## config.mk

```make
export PLATFORM = sky130hd
export DESIGN_NAME = tga_rle_pixel_decoder
export DESIGN_NICKNAME = d
export VERILOG_FILES = /design/src/rtl/tga_pkg.sv /design/src/rtl/tga_fe.sv /design/src/rtl/tga_fifo.sv /design/src/rtl/tga_be.sv /design/src/rtl/tga_rle_pixel_decoder.sv
export SDC_FILE = /design/constraint.sdc
export NUM_CORES = 2
export LEC_CHECK = 0
export ABC_CLOCK_PERIOD_IN_PS = 5600
export BUFFER_PORTS_ARGS = -buffer_cell sky130_fd_sc_hd__buf_2
export CORE_MARGIN = 4
export CORE_UTILIZATION = 58
export DETAILED_ROUTE_END_ITERATION = 16
export HOLD_SLACK_MARGIN = 0.02
export PLACE_DENSITY_LB_ADDON = 0.25
export SLEW_MARGIN = 20
export SYNTH_ARGS = -nofsm -noshare
export SYNTH_HDL_FRONTEND = slang
export SYNTH_SLANG_ARGS = --single-unit
```

## constraint.sdc

```tcl
create_clock -name aclk -period 5.6 [get_ports aclk]
set_input_delay 0.56 -clock aclk [delete_from_list [all_inputs] [get_ports aclk]]
set_output_delay 0.56 -clock aclk [all_outputs]
set_load 0.02 [all_outputs]
```

## src/rtl/tga_pkg.sv

```systemverilog
// ----------------------------------------------------------------------------
// tga_pkg
// Shared types and constants of the run-length image pixel decoder.
// ----------------------------------------------------------------------------
package tga_pkg;

    localparam logic [1:0] ST_OK        = 2'd0;
    localparam logic [1:0] ST_BAD_FMT   = 2'd1;
    localparam logic [1:0] ST_TRUNCATED = 2'd2;

    localparam logic [7:0] TYPE_RAW = 8'd2;
    localparam logic [7:0] TYPE_RLE = 8'd10;

    localparam logic [7:0] DEPTH_24 = 8'd24;
    localparam logic [7:0] DEPTH_32 = 8'd32;

    // one decoded result as queued between front and back
    typedef struct packed {
        logic [7:0]  red;
        logic [7:0]  green;
        logic [7:0]  blue;
        logic [7:0]  run_length;
        logic [15:0] image_width;
        logic [15:0] image_height;
        logic        last_pixel;
        logic [1:0]  status;
    } res_t;

endpackage

```

## src/rtl/tga_fe.sv

```systemverilog
// ----------------------------------------------------------------------------
// tga_fe
// Byte parser: header, skip region, packet headers and pixel assembly.
// ----------------------------------------------------------------------------
module tga_fe (
    input  logic          aclk,
    input  logic          aresetn,
    input  logic          byte_valid,
    input  logic [7:0]    byte_data,
    output logic          res_push,
    output tga_pkg::res_t res_data
);

    localparam logic [2:0] PH_HEADER = 3'd0;
    localparam logic [2:0] PH_SKIP   = 3'd1;
    localparam logic [2:0] PH_PACKET = 3'd2;
    localparam logic [2:0] PH_PIXEL  = 3'd3;
    localparam logic [2:0] PH_DONE   = 3'd4;
    localparam logic [2:0] PH_ERROR  = 3'd5;

    localparam logic [4:0] HDR_ID     = 5'd0;
    localparam logic [4:0] HDR_TYPE   = 5'd2;
    localparam logic [4:0] HDR_PAL_LO = 5'd5;
    localparam logic [4:0] HDR_PAL_HI = 5'd6;
    localparam logic [4:0] HDR_W_LO   = 5'd12;
    localparam logic [4:0] HDR_W_HI   = 5'd13;
    localparam logic [4:0] HDR_H_LO   = 5'd14;
    localparam logic [4:0] HDR_H_HI   = 5'd15;
    localparam logic [4:0] HDR_DEPTH  = 5'd16;
    localparam logic [4:0] HDR_LAST   = 5'd17;

    logic [2:0]  phase_reg, phase_next;
    logic [4:0]  hidx_reg, hidx_next;
    logic [7:0]  id_len_reg, id_len_next;
    logic [15:0] pal_len_reg, pal_len_next;
    logic [7:0]  img_type_reg, img_type_next;
    logic [15:0] width_reg, width_next;
    logic [15:0] height_reg, height_next;
    logic [7:0]  depth_reg, depth_next;
    logic        is32_reg, is32_next;
    logic [16:0] skip_reg, skip_next;
    logic [31:0] pix_rem_reg, pix_rem_next;
    logic        rep_reg, rep_next;
    logic [7:0]  left_reg, left_next;
    logic [1:0]  pbi_reg, pbi_next;
    logic [23:0] pbytes_reg, pbytes_next;

    logic        is_rle;
    logic        fmt_ok;
    logic [31:0] area;
    logic [23:0] assembled;
    logic        more_bytes;
    logic [7:0]  run;
    logic [1:0]  st;
    logic [31:0] rem_after;
    logic [7:0]  left_after;
    logic [2:0]  data_phase;

    assign is_rle     = (img_type_reg == tga_pkg::TYPE_RLE);
    assign fmt_ok     = (img_type_reg inside {tga_pkg::TYPE_RAW, tga_pkg::TYPE_RLE}) &&
                        (depth_reg inside {tga_pkg::DEPTH_24, tga_pkg::DEPTH_32});
    assign area       = {16'd0, width_reg} * {16'd0, height_reg};
    assign data_phase = is_rle ? PH_PACKET : PH_PIXEL;
    assign more_bytes = is32_reg ? (pbi_reg != 2'd3) : (pbi_reg < 2'd2);

    always_comb begin
        assembled = pbytes_reg;
        case (pbi_reg)
            2'd0:    assembled[7:0]   = byte_data;
            2'd1:    assembled[15:8]  = byte_data;
            2'd2:    assembled[23:16] = byte_data;
            default: assembled = pbytes_reg;
        endcase
    end

    always_comb begin
        phase_next    = phase_reg;
        hidx_next     = hidx_reg;
        id_len_next   = id_len_reg;
        pal_len_next  = pal_len_reg;
        img_type_next = img_type_reg;
        width_next    = width_reg;
        height_next   = height_reg;
        depth_next    = depth_reg;
        is32_next     = is32_reg;
        skip_next     = skip_reg;
        pix_rem_next  = pix_rem_reg;
        rep_next      = rep_reg;
        left_next     = left_reg;
        pbi_next      = pbi_reg;
        pbytes_next   = pbytes_reg;
        run           = 8'd1;
        st            = tga_pkg::ST_OK;
        rem_after     = pix_rem_reg;
        left_after    = left_reg;
        res_push      = 1'b0;
        res_data              = '0;
        res_data.image_width  = width_reg;
        res_data.image_height = height_reg;

        if (byte_valid) begin
            case (phase_reg)
                PH_HEADER: begin
                    case (hidx_reg)
                        HDR_ID:     id_len_next         = byte_data;
                        HDR_TYPE:   img_type_next       = byte_data;
                        HDR_PAL_LO: pal_len_next[7:0]   = byte_data;
                        HDR_PAL_HI: pal_len_next[15:8]  = byte_data;
                        HDR_W_LO:   width_next[7:0]     = byte_data;
                        HDR_W_HI:   width_next[15:8]    = byte_data;
                        HDR_H_LO:   height_next[7:0]    = byte_data;
                        HDR_H_HI:   height_next[15:8]   = byte_data;
                        HDR_DEPTH:  depth_next          = byte_data;
                        default: ;
                    endcase
                    if (hidx_reg != HDR_LAST) begin
                        hidx_next = hidx_reg + 5'd1;
                    end else begin
                        hidx_next = '0;
                        if (!fmt_ok) begin
                            phase_next      = PH_ERROR;
                            res_push        = 1'b1;
                            res_data.status = tga_pkg::ST_BAD_FMT;
                        end else begin
                            is32_next    = (depth_reg == tga_pkg::DEPTH_32);
                            pix_rem_next = area;
                            pbi_next     = '0;
                            pbytes_next  = '0;
                            if (width_reg == 16'd0 || height_reg == 16'd0) begin
                                phase_next          = PH_DONE;
                                res_push            = 1'b1;
                                res_data.last_pixel = 1'b1;
                            end else begin
                                skip_next = {9'd0, id_len_reg} + {1'b0, pal_len_reg};
                                if (id_len_reg != 8'd0 || pal_len_reg != 16'd0) begin
                                    phase_next = PH_SKIP;
                                end else begin
                                    rep_next   = 1'b0;
                                    left_next  = '0;
                                    phase_next = data_phase;
                                end
                            end
                        end
                    end
                end
                PH_SKIP: begin
                    skip_next = skip_reg - 17'd1;
                    if (skip_reg == 17'd1) begin
                        rep_next   = 1'b0;
                        left_next  = '0;
                        phase_next = data_phase;
                    end
                end
                PH_PACKET: begin
                    rep_next    = byte_data[7];
                    left_next   = {1'b0, byte_data[6:0]} + 8'd1;
                    pbi_next    = '0;
                    pbytes_next = '0;
                    phase_next  = PH_PIXEL;
                end
                PH_PIXEL: begin
                    if (more_bytes) begin
                        pbi_next    = pbi_reg + 2'd1;
                        pbytes_next = assembled;
                    end else begin
                        pbi_next    = '0;
                        pbytes_next = '0;
                        if (is_rle && rep_reg) begin
                            run = left_reg;
                            // cut the run at the image end
                            if ({24'd0, left_reg} > pix_rem_reg) begin
                                run = pix_rem_reg[7:0];
                                st  = tga_pkg::ST_TRUNCATED;
                            end
                            rem_after  = pix_rem_reg - {24'd0, run};
                            left_after = '0;
                            phase_next = (rem_after == 32'd0) ? PH_DONE : PH_PACKET;
                        end else begin
                            run = 8'd1;
                            if (is_rle && pix_rem_reg == 32'd1 && left_reg > 8'd1) begin
                                st = tga_pkg::ST_TRUNCATED;
                            end
                            rem_after = pix_rem_reg - 32'd1;
                            if (is_rle && left_reg != 8'd0) begin
                                left_after = left_reg - 8'd1;
                            end
                            if (rem_after == 32'd0) begin
                                phase_next = PH_DONE;
                            end else if (is_rle && left_after == 8'd0) begin
                                phase_next = PH_PACKET;
                            end else begin
                                phase_next = PH_PIXEL;
                            end
                        end
                        pix_rem_next        = rem_after;
                        left_next           = left_after;
                        res_push            = 1'b1;
                        res_data.blue       = assembled[7:0];
                        res_data.green      = assembled[15:8];
                        res_data.red        = assembled[23:16];
                        res_data.run_length = run;
                        res_data.last_pixel = (rem_after == 32'd0);
                        res_data.status     = st;
                    end
                end
                default: ;
            endcase
        end
    end

    always_ff @(posedge aclk) begin
        if (!aresetn) begin
            phase_reg    <= PH_HEADER;
            hidx_reg     <= '0;
            id_len_reg   <= '0;
            pal_len_reg  <= '0;
            img_type_reg <= '0;
            width_reg    <= '0;
            height_reg   <= '0;
            depth_reg    <= '0;
            is32_reg     <= 1'b0;
            skip_reg     <= '0;
            pix_rem_reg  <= '0;
            rep_reg      <= 1'b0;
            left_reg     <= '0;
            pbi_reg      <= '0;
            pbytes_reg   <= '0;
        end else begin
            phase_reg    <= phase_next;
            hidx_reg     <= hidx_next;
            id_len_reg   <= id_len_next;
            pal_len_reg  <= pal_len_next;
            img_type_reg <= img_type_next;
            width_reg    <= width_next;
            height_reg   <= height_next;
            depth_reg    <= depth_next;
            is32_reg     <= is32_next;
            skip_reg     <= skip_next;
            pix_rem_reg  <= pix_rem_next;
            rep_reg      <= rep_next;
            left_reg     <= left_next;
            pbi_reg      <= pbi_next;
            pbytes_reg   <= pbytes_next;
        end
    end

endmodule

```

## src/rtl/tga_fifo.sv

```systemverilog
// ----------------------------------------------------------------------------
// tga_fifo
// Small result queue between the parser and the output stage.
// ----------------------------------------------------------------------------
module tga_fifo #(
    parameter int DEPTH = 4
) (
    input  logic          aclk,
    input  logic          aresetn,
    input  logic          push,
    input  tga_pkg::res_t push_data,
    input  logic          pop,
    output tga_pkg::res_t pop_data,
    output logic          not_empty,
    output logic          full
);

    localparam int PW = (DEPTH > 1) ? $clog2(DEPTH) : 1;
    localparam int CW = $clog2(DEPTH + 1);
    localparam logic [PW-1:0] LAST_PTR = PW'(DEPTH - 1);
    localparam logic [CW-1:0] FULL_CNT = CW'(DEPTH);

    tga_pkg::res_t mem [DEPTH];
    tga_pkg::res_t head_reg;

    logic [PW-1:0] wr_ptr_reg, wr_ptr_next;
    logic [PW-1:0] rd_ptr_reg, rd_ptr_next;
    logic [CW-1:0] count_reg, count_next;
    logic          head_valid_reg, head_valid_next;
    logic          do_push, do_pop;
    logic          head_free, mem_has, mem_rd, mem_wr, bypass;

    assign full      = (count_reg == FULL_CNT);
    assign not_empty = head_valid_reg;
    assign pop_data  = head_reg;
    assign do_push   = push && !full;
    assign do_pop    = pop && head_valid_reg;

    // oldest item sits in the head register, the array holds the rest
    assign head_free = !head_valid_reg || do_pop;
    assign mem_has   = (count_reg != '0);
    assign mem_rd    = head_free && mem_has;
    // with everything empty the new item goes straight to the head
    assign bypass    = head_free && !mem_has && do_push;
    assign mem_wr    = do_push && !bypass;

    assign head_valid_next = head_free ? (mem_has || do_push) : 1'b1;

    always_comb begin
        wr_ptr_next = wr_ptr_reg;
        rd_ptr_next = rd_ptr_reg;
        count_next  = count_reg;
        if (mem_wr) begin
            wr_ptr_next = (wr_ptr_reg == LAST_PTR) ? '0 : wr_ptr_reg + PW'(1);
        end
        if (mem_rd) begin
            rd_ptr_next = (rd_ptr_reg == LAST_PTR) ? '0 : rd_ptr_reg + PW'(1);
        end
        if (mem_wr && !mem_rd) begin
            count_next = count_reg + CW'(1);
        end else if (mem_rd && !mem_wr) begin
            count_next = count_reg - CW'(1);
        end
    end

    always_ff @(posedge aclk) begin
        if (mem_wr) begin
            mem[wr_ptr_reg] <= push_data;
        end
        if (mem_rd) begin
            head_reg <= mem[rd_ptr_reg];
        end else if (bypass) begin
            head_reg <= push_data;
        end
    end

    always_ff @(posedge aclk) begin
        if (!aresetn) begin
            wr_ptr_reg     <= '0;
            rd_ptr_reg     <= '0;
            count_reg      <= '0;
            head_valid_reg <= 1'b0;
        end else begin
            wr_ptr_reg     <= wr_ptr_next;
            rd_ptr_reg     <= rd_ptr_next;
            count_reg      <= count_next;
            head_valid_reg <= head_valid_next;
        end
    end

endmodule

```

## src/rtl/tga_be.sv

```systemverilog
// ----------------------------------------------------------------------------
// tga_be
// Output stage: drains the queue into a registered result stream.
// ----------------------------------------------------------------------------
module tga_be (
    input  logic          aclk,
    input  logic          aresetn,
    input  logic          q_valid,
    input  tga_pkg::res_t q_data,
    output logic          q_pop,
    output logic          m_tvalid,
    input  logic          m_tready,
    output logic [71:0]   m_tdata,
    output logic          m_tlast
);

    logic          valid_reg, valid_next;
    tga_pkg::res_t out_reg;

    assign q_pop      = q_valid && (!valid_reg || m_tready);
    assign valid_next = q_pop || (valid_reg && !m_tready);

    always_ff @(posedge aclk) begin
        if (!aresetn) begin
            valid_reg <= 1'b0;
        end else begin
            valid_reg <= valid_next;
        end
    end

    always_ff @(posedge aclk) begin
        if (q_pop) begin
            out_reg <= q_data;
        end
    end

    assign m_tvalid = valid_reg;
    assign m_tlast  = out_reg.last_pixel;
    assign m_tdata  = {6'd0, out_reg.status, out_reg.image_height, out_reg.image_width,
                       out_reg.run_length, out_reg.blue, out_reg.green, out_reg.red};

endmodule

```

## src/rtl/tga_rle_pixel_decoder.sv

```systemverilog
// a pixel's result passes through the queue's head register and then the output register to m_tdata
// throughput: one file byte per cycle while s_tready is high, and at most one result per byte
// s_tready drops only while the result queue is full
// reset (aresetn low, synchronous) returns the parser to the header and empties the queue
// ----------------------------------------------------------------------------
// tga_rle_pixel_decoder
// Decodes a raw or run-length coded image byte stream into colored pixel runs.
// ----------------------------------------------------------------------------
module tga_rle_pixel_decoder #(
    parameter int FIFO_DEPTH = 4
) (
    input  logic        aclk,
    input  logic        aresetn,
    input  logic        s_tvalid,
    output logic        s_tready,
    input  logic [7:0]  s_tdata,   // file_byte
    output logic        m_tvalid,
    input  logic        m_tready,
    output logic [71:0] m_tdata,   // red, green, blue, run_length, image_width,
                                   // image_height, status
    output logic        m_tlast    // last_pixel
);

    tga_pkg::res_t fe_res, q_res;
    logic          fe_push, q_valid, q_full, q_pop;

    assign s_tready = !q_full;

    tga_fe u_fe (
        .aclk       (aclk),
        .aresetn    (aresetn),
        .byte_valid (s_tvalid && s_tready),
        .byte_data  (s_tdata),
        .res_push   (fe_push),
        .res_data   (fe_res)
    );

    tga_fifo #(
        .DEPTH (FIFO_DEPTH)
    ) u_fifo (
        .aclk      (aclk),
        .aresetn   (aresetn),
        .push      (fe_push),
        .push_data (fe_res),
        .pop       (q_pop),
        .pop_data  (q_res),
        .not_empty (q_valid),
        .full      (q_full)
    );

    tga_be u_be (
        .aclk     (aclk),
        .aresetn  (aresetn),
        .q_valid  (q_valid),
        .q_data   (q_res),
        .q_pop    (q_pop),
        .m_tvalid (m_tvalid),
        .m_tready (m_tready),
        .m_tdata  (m_tdata),
        .m_tlast  (m_tlast)
    );

endmodule
```

# Word level (Yosys, flattened, before mapping)
# Memories as Yosys holds them, arrays and structs flattened. A register that Yosys moved wholly into a read port is not among the register bits.
# Cells that the tools add are included.
dict set report word_totals {
  register_bits 308
  ram_bits 268
  inputBits 12
  out_inout_bits 75
  elab_cells 248
  memories 1
}
# memory words width rd rd_ports_with_merged_regs write_ports line
set memory_table {}
lappend memory_table {u_fifo.mem 4 67 1 1 1 tga_fifo.sv:23} ;# tga_pkg::res_t mem [DEPTH];
dict set report classes {
  n_addsub 12
  multipliers 1
  n_lt_le_gt_ge 3
  eq_ne 30
  muxes 91
  n_bitwise 1
  reduce_logical 70
}
# operator n
set op_table {}
lappend op_table {{two-way mux 32 bit} 10}
lappend op_table {{two-way mux 8 bit} 21}
lappend op_table {{two-way mux 67 bit} 2}
lappend op_table {{zero test 32 bit} 3}
lappend op_table {{two-way mux 24 bit} 3}
lappend op_table {{case mux 24 bit (3 select lines)} 1}
lappend op_table {{case mux 32 bit (2 select lines)} 1}
lappend op_table {{two-way mux 17 bit} 3}
lappend op_table {{two-way mux 3 bit} 14}
lappend op_table {{case mux 17 bit (2 select lines)} 1}
lappend op_table {{equality test 32 x 1 -> 1 bit, second input constant} 1}
lappend op_table {{> comparator 8 x 32 -> 1 bit} 1}
lappend op_table {{zero test 16 bit} 2}
lappend op_table {{multiplier 16 x 16 -> 32 bit} 1}
lappend op_table {{case mux 8 bit (4 select lines)} 1}
lappend op_table {{subtractor 32 x 1 -> 32 bit, second input constant} 1}
lappend op_table {{subtractor 32 x 8 -> 32 bit} 1}
lappend op_table {{AND reduction 3 bit} 9}
lappend op_table {{equality test 5 x 4 -> 1 bit, second input constant} 4}
lappend op_table {{two-way mux 2 bit} 10}
lappend op_table {{two-way mux 1 bit} 18}
lappend op_table {{adder 8 x 16 -> 17 bit} 1}
lappend op_table {{equality test 17 x 1 -> 1 bit, second input constant} 1}
lappend op_table {{logical AND 1 bit} 17}
lappend op_table {{47 further kinds} 81}

# Longest topological paths before layout
dict set report logic_depth {
  ltp_word 17
  depth_mapped 25
  depth_no_buf 23
}

# By module
# From an unflattened synthesis, not the netlist that was laid out.
dict set report hier_totals {
  cells_unflattened 3104
  area_unflattened_um2 35126.2
}
# module instances cells_per_inst area_each_um2 seq_area_each_um2
set by_module_without_submodules {}
lappend by_module_without_submodules {tga_fe 1 2475 19862.8 3303.2}
lappend by_module_without_submodules {tga_fifo 1 549 13145.1 10259.8}
lappend by_module_without_submodules {tga_be 1 78 2108.3 2031.9}
lappend by_module_without_submodules {tga_rle_pixel_decoder 1 2 10.0 0.0}

# Worst setup path after synthesis
# No wires, ideal clock.
dict set report synth_timing {
  path_type {register to register}
  startpoint {reg u_fe.height_reg[6]}
  endpoint {reg u_fe.pix_rem_reg[26]}
  setup_ns 0.120
  arrival_ns 6.027
  required_ns 5.480
  slack_ns -0.547
  path_stages_with_launch 25
  n_path_buf 2
  period_less_slack_ns 6.147
  cell_sequence {dfxtp_1 -> clkbuf_1 -> buf_1 -> nand2_1 -> fa_1 -> inv_1 -> fa_1 -> inv_1 -> fa_1 -> inv_1 -> fa_1 -> inv_1 -> fa_1 -> inv_1 -> fa_1 -> ha_1 -> o21ai_0 -> a211oi_1 -> nor2_1 -> o21a_1 -> a211oi_1 -> nor3_1 -> xnor2_1 -> a211oi_1 -> nor2_1}
}
dict set report synth_via {
  elab_chain_cells 4
}
# item line
set synth_lines {}
lappend synth_lines {{start, declared} tga_fe.sv:38} ;# logic [15:0] height_reg, height_next;
lappend synth_lines {{start signal, assigned} tga_fe.sv:235} ;# height_reg <= height_next;
lappend synth_lines {{multiplier 16 x 16 -> 32 bit} tga_fe.sv:62} ;# assign area = {16'd0, width_reg} * {16'd0, height_reg};
lappend synth_lines {{two-way mux 32 bit} tga_fe.sv:120} ;# if (!fmt_ok) begin
lappend synth_lines {{two-way mux 32 bit} tga_fe.sv:116} ;# if (hidx_reg != HDR_LAST) begin
lappend synth_lines {{case mux 32 bit (2 select lines)} tga_fe.sv:102} ;# case (phase_reg)
lappend synth_lines {{end signal, assigned} tga_fe.sv:239} ;# pix_rem_reg <= pix_rem_next;
lappend synth_lines {{end, declared} tga_fe.sv:42} ;# logic [31:0] pix_rem_reg, pix_rem_next;
# Every way passes these cells. The select of a mux whose other input is x is not followed.
# A chain may end at the register's enable or synchronous reset.

# Final worst setup path
dict set report layout_timing {
  startpoint {reg u_fe.width_reg[5]}
  endpoint {reg u_fe.pix_rem_reg[28]}
}
dict set report layout_via {
  elab_chain_cells 4
}
# item line
set layout_lines {}
lappend layout_lines {{start, declared} tga_fe.sv:37} ;# logic [15:0] width_reg, width_next;
lappend layout_lines {{start signal, assigned} tga_fe.sv:234} ;# width_reg <= width_next;
lappend layout_lines {{multiplier 16 x 16 -> 32 bit} tga_fe.sv:62}
lappend layout_lines {{two-way mux 32 bit} tga_fe.sv:120}
lappend layout_lines {{two-way mux 32 bit} tga_fe.sv:116}
lappend layout_lines {{case mux 32 bit (2 select lines)} tga_fe.sv:102}
# Every way passes these cells. The select of a mux whose other input is x is not followed.

==> metrics <==
worst skew pair latency 630 ps; Leak Pwr 16.0 nW; Largest register FFs 268; status complete, but fails checks; synthesized instance count ~3000; Reg area between 15000 and 20000 um2; boundary pin count 87; PwrDens 290 nW/um2; H-Tree Depth 2; CP arrival 6250 ps; Req. time, crit path 6090 ps; post-DP HPWL 62.1 mm; #FFs+latches synth just under 600; DIE HEIGHT 251 um; fraction of registers with async set/reset 0%; commonest non-fill, non-tap cell in the layout edfxtp_1; Slew @ Worst Pin 1070 ps; cell taking the most area after synthesis edfxtp_1; Most used DFF post-synth edfxtp_1; Worst slew margin 28.2%; sequential area share after synthesis approximately 46%; root buffer cell clkbuf_16; n_diodes 0; failing checks negative setup slack; CTS Hold Bufs 0; Final Cycle Share 103%; DRC viols 0; initial DRC count 2255; Worst Skew between 30 and 40 ps; Setup CP Type reg -> reg; Design Power 11.6 mW; Netlist Area Pre-Place between 30000 and 40000 um2; Syn Area/Cell 11.2 um2; DRT Wirelength 92.1 mm; Startpoint Class flop; Yosys cell types 91; TNS Setup -800 ps; CTS Buffer Depth 3; CTS Buf Count 58; number of global-route vias before repair approximately 26000; Worst Reg-to-Reg Cells 21; # clock sinks 578; RSZ-0062 raised after global routing true; Core Region 58000 um2; final count of negative-setup-slack endpoints 9; most frequent cells in the layout edfxtp_1, nand2_1, buf_4, nor2_1, inv_1; Placer Congestion between 0.9 and 1; initial antenna violation count 0; PnR worst setup slack -158 ps; Via density between 6 and 7; final net count 3689; max cap viols 0; Post-synth EDFFs 402; Biggest register u_fifo.mem; Tmin final 5760 ps; area occupied by multi-input gates approximately 18000 um2; global-route wire length before repair between 100 and 150 mm; final hold vios 0; Routed wire per std cell 22.2 um; via count 25200; nature of the critical path endpoint flop; IO Port Bufs 80; Synth area leaders edfxtp_1, fa_1, dfxtp_1, ha_1, mux4_2; fill count 4102; Worst Path Max Fanout 5; CTS tree done; layout cells sized above 1 roughly a quarter; Reg clk slew, reported paths 70 ps; worst vdd ir 0.00119 V; Area Overhead vs Synth 17.8%; antenna viol nets, final 0; Max Freq ~170 MHz; GR Overflow Total 0; Overall Global Routing Usage 28.9%; largest net degree at the start of global routing 99; Slew Viols, Final 0; Die ar. 62800 um2; top cell type's share of synthesized area a little over a third; initial core utilization 58.8%; die width 251 um; Ys Warns 0; Min-Delay Path Class in -> reg; Hold Path Stages 4; std cell rows 88; DR pass1 iterations 5
==> synthesized netlist by cell type (9+ instances only) <==
cell type / instances
nor2_1: 260
o21ai_0: 93
nand2b_1: 10
xnor2_1: 40
and3_1: 11
fa_1: 197
a21o_1: 19
o22ai_1: 13
a211oi_1: 31
nand2_1: 314
clkbuf_1: 158
a31oi_1: 14
edfxtp_1: 402
buf_1: 26
mux4_2: 67
nand3_1: 52
nor4_1: 37
a22oi_1: 36
mux2i_1: 100
mux2_2: 39
xor2_1: 35
a21oi_1: 114
ha_1: 151
inv_1: 253
o211ai_1: 15
and2_1: 102
buf_2: 10
o31ai_1: 39
or4_1: 9
nand4_1: 23
nor2b_1: 11
dfxtp_1: 176
nor3_1: 45
or3_1: 12
==> area by class of cell <==
cell class	instances	share of cell area [%]
clock inverter	28	0.672
tap	765	2.38
timing repair buffer	420	7.94
clock buffer	81	3.95
sequential	578	39.0
multi-input combinational	2017	43.7
inverter	254	2.38
==> cells by family (layout without fill, tap and decap cells) <==
logic type	Yosys count	after routing	share of synthesized area, %
simple gates	927	927	12.8
flops	578	578	45.7
compound gates	454	454	8.67
buf+inv	454	783	5.10
fa+ha+maj	349	349	17.1
mux	206	206	8.64
xor+xnor	75	75	1.92
other cells	1	6	0.0110
==> power breakdown <==
part	leakage (nW)	internal [mW]	switching [mW]
logic	9.89	0.909	1.34
clock network	0.885	2.09	1.68
registers	5.20	5.31	0.302
==> worst max-delay path: stages (launching register included) <==
cell	delay [ps]
dfxtp_2	350
buf_6	140
buf_6	120
and2_4	130
fa_1	480
inv_1	60
fa_1	560
fa_1	460
fa_1	560
inv_2	50
fa_2	540
fa_1	450
ha_4	310
nand2_4	60
a211oi_4	240
nor2_1	80
o21a_2	240
a211oi_4	290
nor3_4	80
o2111ai_1	210
o31a_1	170
a31oi_1	70
==> layer usage <==
layer	global-route usage, %	part of all wire, %	up-vias
met2	47.6	49	1108
met1	40.6	41	12700
met5	0	0	-
met3	4.16	7.3	193
li1	-	-	11300
met4	8.00	2.8	0
==> stage by stage <==
stage	utilization (%)	setup slack, ps	instance area, um2	std cells	hold WS (ps)
final	69.3	-158	40200	4143	285
after global placement	63.8	-377	37000	3978	401
after detailed placement	63.8	-406	37000	3978	405
after floorplan	-	-16.0	34400	3049	400
after CTS	68.3	-134	39700	4122	258
after global routing	69.3	-328	40200	4143	283
==> what timing repair did <==
action,in CTS,in global routing
pin swaps,85,108
gates resized for setup,163,109
buffers inserted,35,23
hold endpoints to repair,0,0
endpoints found under the setup margin,25,27
==> worst paths after layout <==
check	startpoint	to	slack [ps]
setup / recovery	u_fe.width_reg[5]$_SDFFE_PN0P_	u_fe.pix_rem_reg[28]$_SDFFE_PN0P_	-160
hold / removal	m_tready	u_be.m_tvalid$_SDFF_PN0_	280
setup reg to reg	u_fe.width_reg[5]$_SDFFE_PN0P_	u_fe.pix_rem_reg[28]$_SDFFE_PN0P_	-160
hold reg to reg	u_fifo.pop_data[46]$_DFFE_PP_	u_be.m_tdata[19]$_DFFE_PP_	420
No activity file was read; power rests on OpenSTA's default activity.
